**src/sled_pkg.sv**
```systemverilog
// Shared types, constants and duty-cycle helpers for the status LED sequencer.
package sled_pkg;

    // Mode codes as seen on the result channel
    typedef enum logic [1:0] {
        MODE_BUSY  = 2'd0,
        MODE_IDLE  = 2'd1,
        MODE_SLEEP = 2'd2
    } t_mode;

    // Input operation codes
    localparam logic OP_TICK = 1'b0;
    localparam logic OP_BUSY = 1'b1;

    // Configuration register indexes
    localparam logic [1:0] CFG_BUSY_HOLD = 2'd0;
    localparam logic [1:0] CFG_IDLE_HOLD = 2'd1;
    localparam logic [1:0] CFG_BLINK     = 2'd2;

    // Configuration reset values
    localparam logic [15:0] BUSY_HOLD_RST = 16'd500;
    localparam logic [15:0] IDLE_HOLD_RST = 16'd15000;
    localparam logic [15:0] BLINK_RST     = 16'd40;

    // Peak duties
    localparam logic [6:0] RED_MAX   = 7'd80;
    localparam logic [4:0] GREEN_MAX = 5'd30;
    localparam logic [6:0] BLUE_MAX  = 7'd70;

    localparam logic [15:0] ACC_MAX = 16'hFFFF;

    // Add elapsed time to an accumulator, clip at full scale
    function automatic logic [15:0] sat_add(input logic [15:0] a, input logic [11:0] b);
        logic [16:0] s;
        s = {1'b0, a} + {5'b0, b};
        return s[16] ? ACC_MAX : s[15:0];
    endfunction

    // Idle step interval: 80 - 60*b/30 = 80 - 2*b, b up to 30
    function automatic logic [6:0] idle_limit(input logic [4:0] b);
        return 7'd80 - {1'b0, b, 1'b0};
    endfunction

    // Sleep step interval: 60 - 55*b/70 = 60 - floor(11*b/14), b up to 70
    function automatic logic [5:0] sleep_limit(input logic [6:0] b);
        logic [9:0]  x;
        logic [21:0] p;
        x = 10'(b) * 10'd11;
        p = 22'(x) * 22'd4682;   // reciprocal of 14 in 16 fraction bits
        return 6'd60 - p[21:16];
    endfunction

    // Red during the idle cross-fade: 80 - floor(8*b/3), b up to 30
    function automatic logic [6:0] red_fade(input logic [4:0] b);
        logic [7:0]  x;
        logic [15:0] p;
        x = {b, 3'b000};
        p = 16'(x) * 16'd171;    // reciprocal of 3 in 9 fraction bits
        return RED_MAX - p[15:9];
    endfunction

    // Green during the sleep cross-fade: 30 - floor(3*b/7), b up to 70
    function automatic logic [4:0] green_fade(input logic [6:0] b);
        logic [7:0]  x;
        logic [15:0] p;
        x = 8'(b) * 8'd3;
        p = 16'(x) * 16'd293;    // reciprocal of 7 in 11 fraction bits
        return GREEN_MAX - p[15:11];
    endfunction

endpackage

```
**src/status_led_breathing_sequencer.sv**
```systemverilog
// Status LED sequencer: busy blink, idle and sleep breathing with cross-fades.
//
// Usage:
//   Input channel (i_valid / o_stall) carries one transaction per tick or busy
//   event: i_operation selects a time tick (elapsed milliseconds in i_elapsed_ms)
//   or a busy event. Every transaction yields exactly one result on the output
//   channel (o_valid / i_stall): the three LED duties and the current mode.
//   A transaction is taken when valid is high and stall is low.
//   Configuration writes (i_cfg_valid / o_cfg_ready, i_cfg_index, i_cfg_data)
//   load the busy hold, idle hold and blink interval; ready is always high.
//   Indexes beyond the register list are ignored. Write only while idle.
//   Timing: an input register feeds one pass of update logic whose result lands
//   in the state and result registers, from which the receiver takes it. One
//   transaction per cycle is sustained while the receiver does not stall.
//   Reset (synchronous, active low; r_op, r_dt excepted) restores defaults:
//   idle mode, LEDs dark, blink 40 ms, busy hold 500 ms, idle hold 15000 ms.
//   When the receiver stalls, the result holds; one more transaction waits in
//   the input register, then o_stall rises until the result is taken.
module status_led_breathing_sequencer (
    input  logic        i_clk,
    input  logic        i_rst_n,
    // input channel
    input  logic        i_valid,
    output logic        o_stall,
    input  logic        i_operation,
    input  logic [11:0] i_elapsed_ms,
    // result channel
    output logic        o_valid,
    input  logic        i_stall,
    output logic [6:0]  o_red_level,
    output logic [4:0]  o_green_level,
    output logic [6:0]  o_blue_level,
    output logic [1:0]  o_mode_now,
    // configuration channel
    input  logic        i_cfg_valid,
    output logic        o_cfg_ready,
    input  logic [1:0]  i_cfg_index,
    input  logic [15:0] i_cfg_data
);
    import sled_pkg::*;

    // configuration
    logic [15:0] r_busy_hold;
    logic [15:0] r_idle_hold;
    logic [15:0] r_blink;

    // input register
    logic        r_in_valid;
    logic        r_op;
    logic [11:0] r_dt;

    // sequencer state and result
    logic        r_out_valid;
    t_mode       r_mode,    n_mode;
    logic [15:0] r_step,    n_step;
    logic [15:0] r_hold,    n_hold;
    logic [6:0]  r_bright,  n_bright;
    logic        r_rising,  n_rising;
    logic        r_fading,  n_fading;
    logic [6:0]  r_red,     n_red;
    logic [4:0]  r_green,   n_green;
    logic [6:0]  r_blue,    n_blue;

    logic        advance;
    logic        in_take;
    logic [15:0] hold_sum;
    logic [15:0] step_sum;
    logic [4:0]  idle_b;
    logic [6:0]  sleep_b;
    logic [15:0] idle_lim;
    logic [15:0] sleep_lim;

    // move the pending transaction into the result stage when it is free
    assign advance = r_in_valid && (!r_out_valid || !i_stall);
    assign o_stall = r_in_valid && !advance;
    assign in_take = i_valid && !o_stall;

    assign o_cfg_ready = 1'b1;

    // shared arithmetic for the tick update
    assign hold_sum  = sat_add(r_hold, r_dt);
    assign step_sum  = sat_add(r_step, r_dt);
    assign idle_b    = (r_bright > 7'(GREEN_MAX)) ? GREEN_MAX : r_bright[4:0];
    assign sleep_b   = (r_bright > BLUE_MAX) ? BLUE_MAX : r_bright;
    assign idle_lim  = 16'(idle_limit(idle_b));
    assign sleep_lim = 16'(sleep_limit(sleep_b));

    // next sequencer state for the transaction in the input register
    always_comb begin
        n_mode   = r_mode;
        n_step   = r_step;
        n_hold   = r_hold;
        n_bright = r_bright;
        n_rising = r_rising;
        n_fading = r_fading;
        n_red    = r_red;
        n_green  = r_green;
        n_blue   = r_blue;

        if (r_op == OP_BUSY) begin
            // busy event: restart hold, enter busy dark from another mode
            n_hold = '0;
            if (r_mode != MODE_BUSY) begin
                n_mode   = MODE_BUSY;
                n_step   = '0;
                n_rising = 1'b1;
                n_red    = '0;
                n_green  = '0;
                n_blue   = '0;
            end
        end else begin
            unique case (r_mode)
                MODE_BUSY: begin
                    n_hold = hold_sum;
                    if (hold_sum > r_busy_hold && !r_rising) begin
                        // red lit: start the fade toward green
                        n_mode   = MODE_IDLE;
                        n_step   = '0;
                        n_hold   = '0;
                        n_bright = '0;
                        n_rising = 1'b0;
                        n_fading = 1'b1;
                        n_red    = RED_MAX;
                        n_green  = '0;
                        n_blue   = '0;
                    end else begin
                        n_step = step_sum;
                        if (step_sum >= r_blink) begin
                            n_step   = '0;
                            n_red    = r_rising ? RED_MAX : 7'd0;
                            n_rising = !r_rising;
                        end
                    end
                end
                MODE_IDLE: begin
                    n_hold = hold_sum;
                    if (hold_sum > r_idle_hold && !r_rising
                        && r_bright >= 7'(GREEN_MAX)) begin
                        // green at peak: start the fade toward blue
                        n_mode   = MODE_SLEEP;
                        n_step   = '0;
                        n_hold   = '0;
                        n_bright = '0;
                        n_rising = 1'b0;
                        n_fading = 1'b1;
                        n_red    = '0;
                        n_green  = GREEN_MAX;
                        n_blue   = '0;
                    end else begin
                        n_step = step_sum;
                        if (step_sum >= idle_lim) begin
                            n_step = '0;
                            if (r_fading) begin
                                if (r_bright < 7'(GREEN_MAX)) begin
                                    n_bright = r_bright + 7'd1;
                                end
                                n_red   = red_fade(n_bright[4:0]);
                                n_green = n_bright[4:0];
                                if (n_bright >= 7'(GREEN_MAX)) begin
                                    n_fading = 1'b0;
                                end
                            end else begin
                                if (r_rising) begin
                                    n_bright = r_bright + 7'd1;
                                    if (n_bright >= 7'(GREEN_MAX)) begin
                                        n_rising = 1'b0;
                                    end
                                end else begin
                                    if (r_bright != '0) begin
                                        n_bright = r_bright - 7'd1;
                                    end
                                    if (n_bright == '0) begin
                                        n_rising = 1'b1;
                                    end
                                end
                                n_green = n_bright[4:0];
                            end
                        end
                    end
                end
                MODE_SLEEP: begin
                    n_step = step_sum;
                    if (step_sum >= sleep_lim) begin
                        n_step = '0;
                        if (r_fading) begin
                            if (r_bright < BLUE_MAX) begin
                                n_bright = r_bright + 7'd1;
                            end
                            n_green = green_fade(n_bright);
                            n_blue  = n_bright;
                            if (n_bright >= BLUE_MAX) begin
                                n_fading = 1'b0;
                            end
                        end else begin
                            if (r_rising) begin
                                n_bright = r_bright + 7'd1;
                                if (n_bright >= BLUE_MAX) begin
                                    n_rising = 1'b0;
                                end
                            end else begin
                                if (r_bright != '0) begin
                                    n_bright = r_bright - 7'd1;
                                end
                                if (n_bright == '0) begin
                                    n_rising = 1'b1;
                                end
                            end
                            n_blue = n_bright;
                        end
                    end
                end
                default: begin
                    // unused mode code: hold everything
                end
            endcase
        end
    end

    // configuration registers
    always_ff @(posedge i_clk) begin
        if (!i_rst_n) begin
            r_busy_hold <= BUSY_HOLD_RST;
            r_idle_hold <= IDLE_HOLD_RST;
            r_blink     <= BLINK_RST;
        end else if (i_cfg_valid && o_cfg_ready) begin
            unique case (i_cfg_index)
                CFG_BUSY_HOLD: r_busy_hold <= i_cfg_data;
                CFG_IDLE_HOLD: r_idle_hold <= i_cfg_data;
                CFG_BLINK:     r_blink     <= i_cfg_data;
                default: begin
                    // no register at this index
                end
            endcase
        end
    end

    // input register: load on acceptance, drop when passed on
    always_ff @(posedge i_clk) begin
        if (!i_rst_n) begin
            r_in_valid <= 1'b0;
        end else if (in_take) begin
            r_in_valid <= 1'b1;
        end else if (advance) begin
            r_in_valid <= 1'b0;
        end
    end

    always_ff @(posedge i_clk) begin
        if (in_take) begin
            r_op <= i_operation;
            r_dt <= i_elapsed_ms;
        end
    end

    // state and result registers: advance one transaction at a time
    always_ff @(posedge i_clk) begin
        if (!i_rst_n) begin
            r_out_valid <= 1'b0;
            r_mode      <= MODE_IDLE;
            r_step      <= '0;
            r_hold      <= '0;
            r_bright    <= '0;
            r_rising    <= 1'b1;
            r_fading    <= 1'b0;
            r_red       <= '0;
            r_green     <= '0;
            r_blue      <= '0;
        end else begin
            if (advance) begin
                r_out_valid <= 1'b1;
                r_mode      <= n_mode;
                r_step      <= n_step;
                r_hold      <= n_hold;
                r_bright    <= n_bright;
                r_rising    <= n_rising;
                r_fading    <= n_fading;
                r_red       <= n_red;
                r_green     <= n_green;
                r_blue      <= n_blue;
            end else if (!i_stall) begin
                r_out_valid <= 1'b0;
            end
        end
    end

    assign o_valid       = r_out_valid;
    assign o_red_level   = r_red;
    assign o_green_level = r_green;
    assign o_blue_level  = r_blue;
    assign o_mode_now    = r_mode;

endmodule
```
**config.mk**
```make
export PLATFORM = sky130hd
export DESIGN_NAME = status_led_breathing_sequencer
export DESIGN_NICKNAME = d
export VERILOG_FILES = /design/src/sled_pkg.sv /design/src/status_led_breathing_sequencer.sv
export SDC_FILE = /design/constraint.sdc
export NUM_CORES = 1
export LEC_CHECK = 0
export CAP_MARGIN = 20
export CORE_MARGIN = 5
export CORE_UTILIZATION = 55
export CTS_CLUSTER_DIAMETER = 50
export DETAILED_ROUTE_END_ITERATION = 16
export DONT_BUFFER_PORTS = 1
export GPL_TIMING_DRIVEN = 0
export PLACE_DENSITY = 0.7
export SETUP_SLACK_MARGIN = 0.15
export SYNTH_ARGS = -nofsm -noshare
export SYNTH_HDL_FRONTEND = slang
export SYNTH_SLANG_ARGS = --single-unit
```
**constraint.sdc**
```tcl
create_clock -name i_clk -period 12.3 [get_ports i_clk]
set_clock_uncertainty 0.2 [all_clocks]
set_input_delay 2.46 -clock i_clk [delete_from_list [all_inputs] [get_ports i_clk]]
set_output_delay 2.46 -clock i_clk [all_outputs]
set_load 0.01 [all_outputs]
```
==> metrics.md <==
| Metric | Value |
|---|---|
| Total gr overflow | `0` |
| Max stage delay on crit path | `0.68 ns` |
| Clock root buffer | `clkbuf_16` |
| Largest net degree at the start of global routing | `17` |
| CP Launch Type | `register` |
| Area Growth Syn to Fin | `7.532%` |
| CTS H-tree depth | `4` |
| Post-Synthesis Cells | `1,518` |
| Final Cycle Share | `83.94%` |
| Row cnt | `55` |
| Overall Global Routing Usage | `25.13%` |
| Final Hold Fails | `0` |
| RR Startpoint | `r_bright[1]` |
| Post-synth top area cell | `ha_1` |
| Commonest non-fill, non-tap cells in the layout | `231 x ha_1, 174 x nand2_1, 158 x inv_1` |
| Leakage | `6.432 nW` |
| Layout fillers | `2,057` |
| Worst Hold Launch | `r_busy_hold[14]` |
| Inserted Diodes | `0` |
| Status | `complete, no violations` |
| Hpwl dp | `26,570 um` |
| Layout cells sized above 1 | `5.287%` |
| Slew headroom | `33.58%` |
| #FFs+latches synth | `125` |
| Yosys top cell area share | `23.08%` |
| Placer Congestion | `0.9273` |
| DR vias/cell | `5.894` |
| Worst Max-Slew Pin Slew | `0.9946 ns` |
| Worst Hold Class | `reg2reg` |
| Initial drt markers | `705` |
| First-pass GRT wire length | `52,940 um` |
| Syn Area/Cell | `8.251 um2` |
| Worst reg2reg setup slack | `1.98 ns` |
| TritonRoute pass-1 iters | `7` |
| CP bufs+invs | `7` |
| Seq/Total Area, Yosys | `21.02%` |
| Final setup fails | `0` |
| Die X | `160.9 um` |
| CTS tree | `yes` |
| Pwr Density | `85.95 nW/um2` |
| Final cell count without fillers | `1,836` |
| Critical path data arrival time | `10.49 ns` |
| Cell area after synthesis | `12,520 um2` |
| Critical path endpoint category | `register` |
| Core area | `22,500 um2` |
| Per-cell routed wire length | `17.96 um` |
| Top delay family on crit path | `compound AO/OA/AOI/OAI gates` |
| Postcts setup bufs | `0` |
| Dpl cell area | `12,900 um2` |
| # clock sinks | `125` |
| Vias in the first global route | `10,456` |
| Slew Viols, Final | `0` |
| Max Root-Sink Buffers | `2` |
| Total CTS buffers | `17` |
| Clk pin slew, worst setup/hold paths | `0.06 ns` |
| Critical path peak fanout | `10` |
| Post-Place Cells | `1,804` |
| Remaining DRCs | `0` |
| Distinct cell type count after synthesis | `92` |
| I/O Buffers | `0` |
| Max_cap viols | `0` |
| EDFF count, synth | `13` |
| DR vias | `10,821` |
| Main synth FF type | `dfxtp_1` |
| Cts hold-fix bufs | `0` |
| Most common cell after layout, fill and taps aside | `ha_1` |
| Die area | `25,890 um2` |
| Min cycle time layout | `10.32 ns` |
| Fmax | `96.85 MHz` |
| Initial core utilization | `55.66%` |
| Critical path class | `reg2reg` |
| Pwr Total | `0.001158 W` |
| RSZ-0062 raised after global routing | `false` |
| Critical path origin | `r_bright[1]` |
| Routed WL | `32,970 um` |
| Clock latency on the worst-skew pair | `0.43 ns` |
| Ys async rst share | `0%` |
| Design area | `13,470 um2` |
| Initial antenna violation count | `0` |
| Nets | `1,834` |
| Crit path required time | `12.47 ns` |
| Post_cts resized | `0` |
| Die H | `160.9 um` |
| Crit-path most repeated cell | `ha_1` |
| Yosys warnings | `0` |
| # IOs | `60` |
| Worst vdd ir | `0.09108 mV` |
| CP max-delay cell | `a21oi_1` |
| Detail Route Antenna Nets | `0` |
| Setup_tns | `0 ns` |
| Synth Net Count | `1,814` |
| Top post-synthesis cells by area | `ha_1 23%, dfxtp_1 18%, nand2_1 5.2%` |
-- metal layers --
layer / track usage, % / vias up / wire length (um)
met2: 44.70 / 304 / 16200
met3: 3.541 / 68 / 1636
met1: 31.30 / 5028 / 14200
met4: 8.298 / 0 / 934
li1: - / 5421 / -
met5: 0 / - / 0
-- cell type report --
cell class,count,area (um2),share of cell area (%)
multi-input cells,1168,9021,66.98
clock buffers,17,425.4,3.159
clock inverters,15,142.6,1.059
flip-flops and latches,125,2633,19.55
inverters,161,604.3,4.487
well taps,285,356.6,2.648
repair buffers,1,11.26,0.08361
plain buffers,64,274.0,2.035
-- where the power goes --
| part | switching (W) | total (W) | internal, W |
|---|---|---|---|
| sequential | 0.0000108 | 0.000436 | 0.000425 |
| combinational | 0.000143 | 0.000233 | 0.0000907 |
| clock | 0.000220 | 0.000488 | 0.000268 |
-- through the flow --
stage / setup WS (ns) / hold slack (ns) / utilization, %
final: 1.975 / 0.2551 / 59.85
after global routing: 1.244 / 0.2648 / 59.85
after CTS: 1.942 / 0.2550 / 59.85
after detailed placement: 2.045 / 0.2463 / 57.33
after global placement: 2.085 / 0.2428 / 57.24
after floorplan: 3.384 / 0.2292 / -
-- registers in the layout, summed over array words and instances, names as in the netlist, 2 cells and up --
name / flops
o_blue_level: 7
r_hold: 16
r_idle_hold: 16
o_red_level: 7
r_step: 16
o_green_level: 5
r_blink: 16
o_mode_now: 2
r_busy_hold: 16
r_dt: 12
r_bright: 7
-- synthesized netlist by cell type, types with 27 or more instances --
cell,count
ha_1,231
nand3_1,27
o21ai_0,47
a21oi_1,128
clkbuf_1,43
nor2_1,81
xnor2_1,45
fa_1,29
xor2_1,32
dfxtp_1,112
inv_1,158
nand2_1,174
-- path summary, 6_finish.rpt --
check,end,depth (start not counted)
worst min register to register,r_busy_hold[14],2
worst max-delay path,r_step[1],38
worst min-delay path,r_busy_hold[14],2
worst max register to register,r_step[1],38
-- worst reg2reg max path: cells and delay by family, from the launching register on --
kind / cells / cell delay [ns]
xor gates and xnor gates: 2 / 0.50
adders and majority gates: 10 / 3.69
buffers and inverters: 7 / 0.67
and+or+nand+nor: 3 / 0.78
DFF: 1 / 0.37
AOI/OAI and AO/OA: 16 / 4.06
-- logic make-up after synthesis --
| group | Yosys count | synth area share (%) |
|---|---|---|
| AO/OA/AOI/OAI | 372 | 20.25 |
| XOR/XNOR | 79 | 5.694 |
| AND/OR/NAND/NOR | 443 | 17.22 |
| other | 1 | 0.02994 |
| flip-flops | 125 | 21.02 |
| buffers and inverters | 225 | 7.013 |
| adder cells (fa/ha/maj) | 260 | 27.71 |
| multiplexers | 13 | 1.059 |
(Power assumes the default switching activity.)
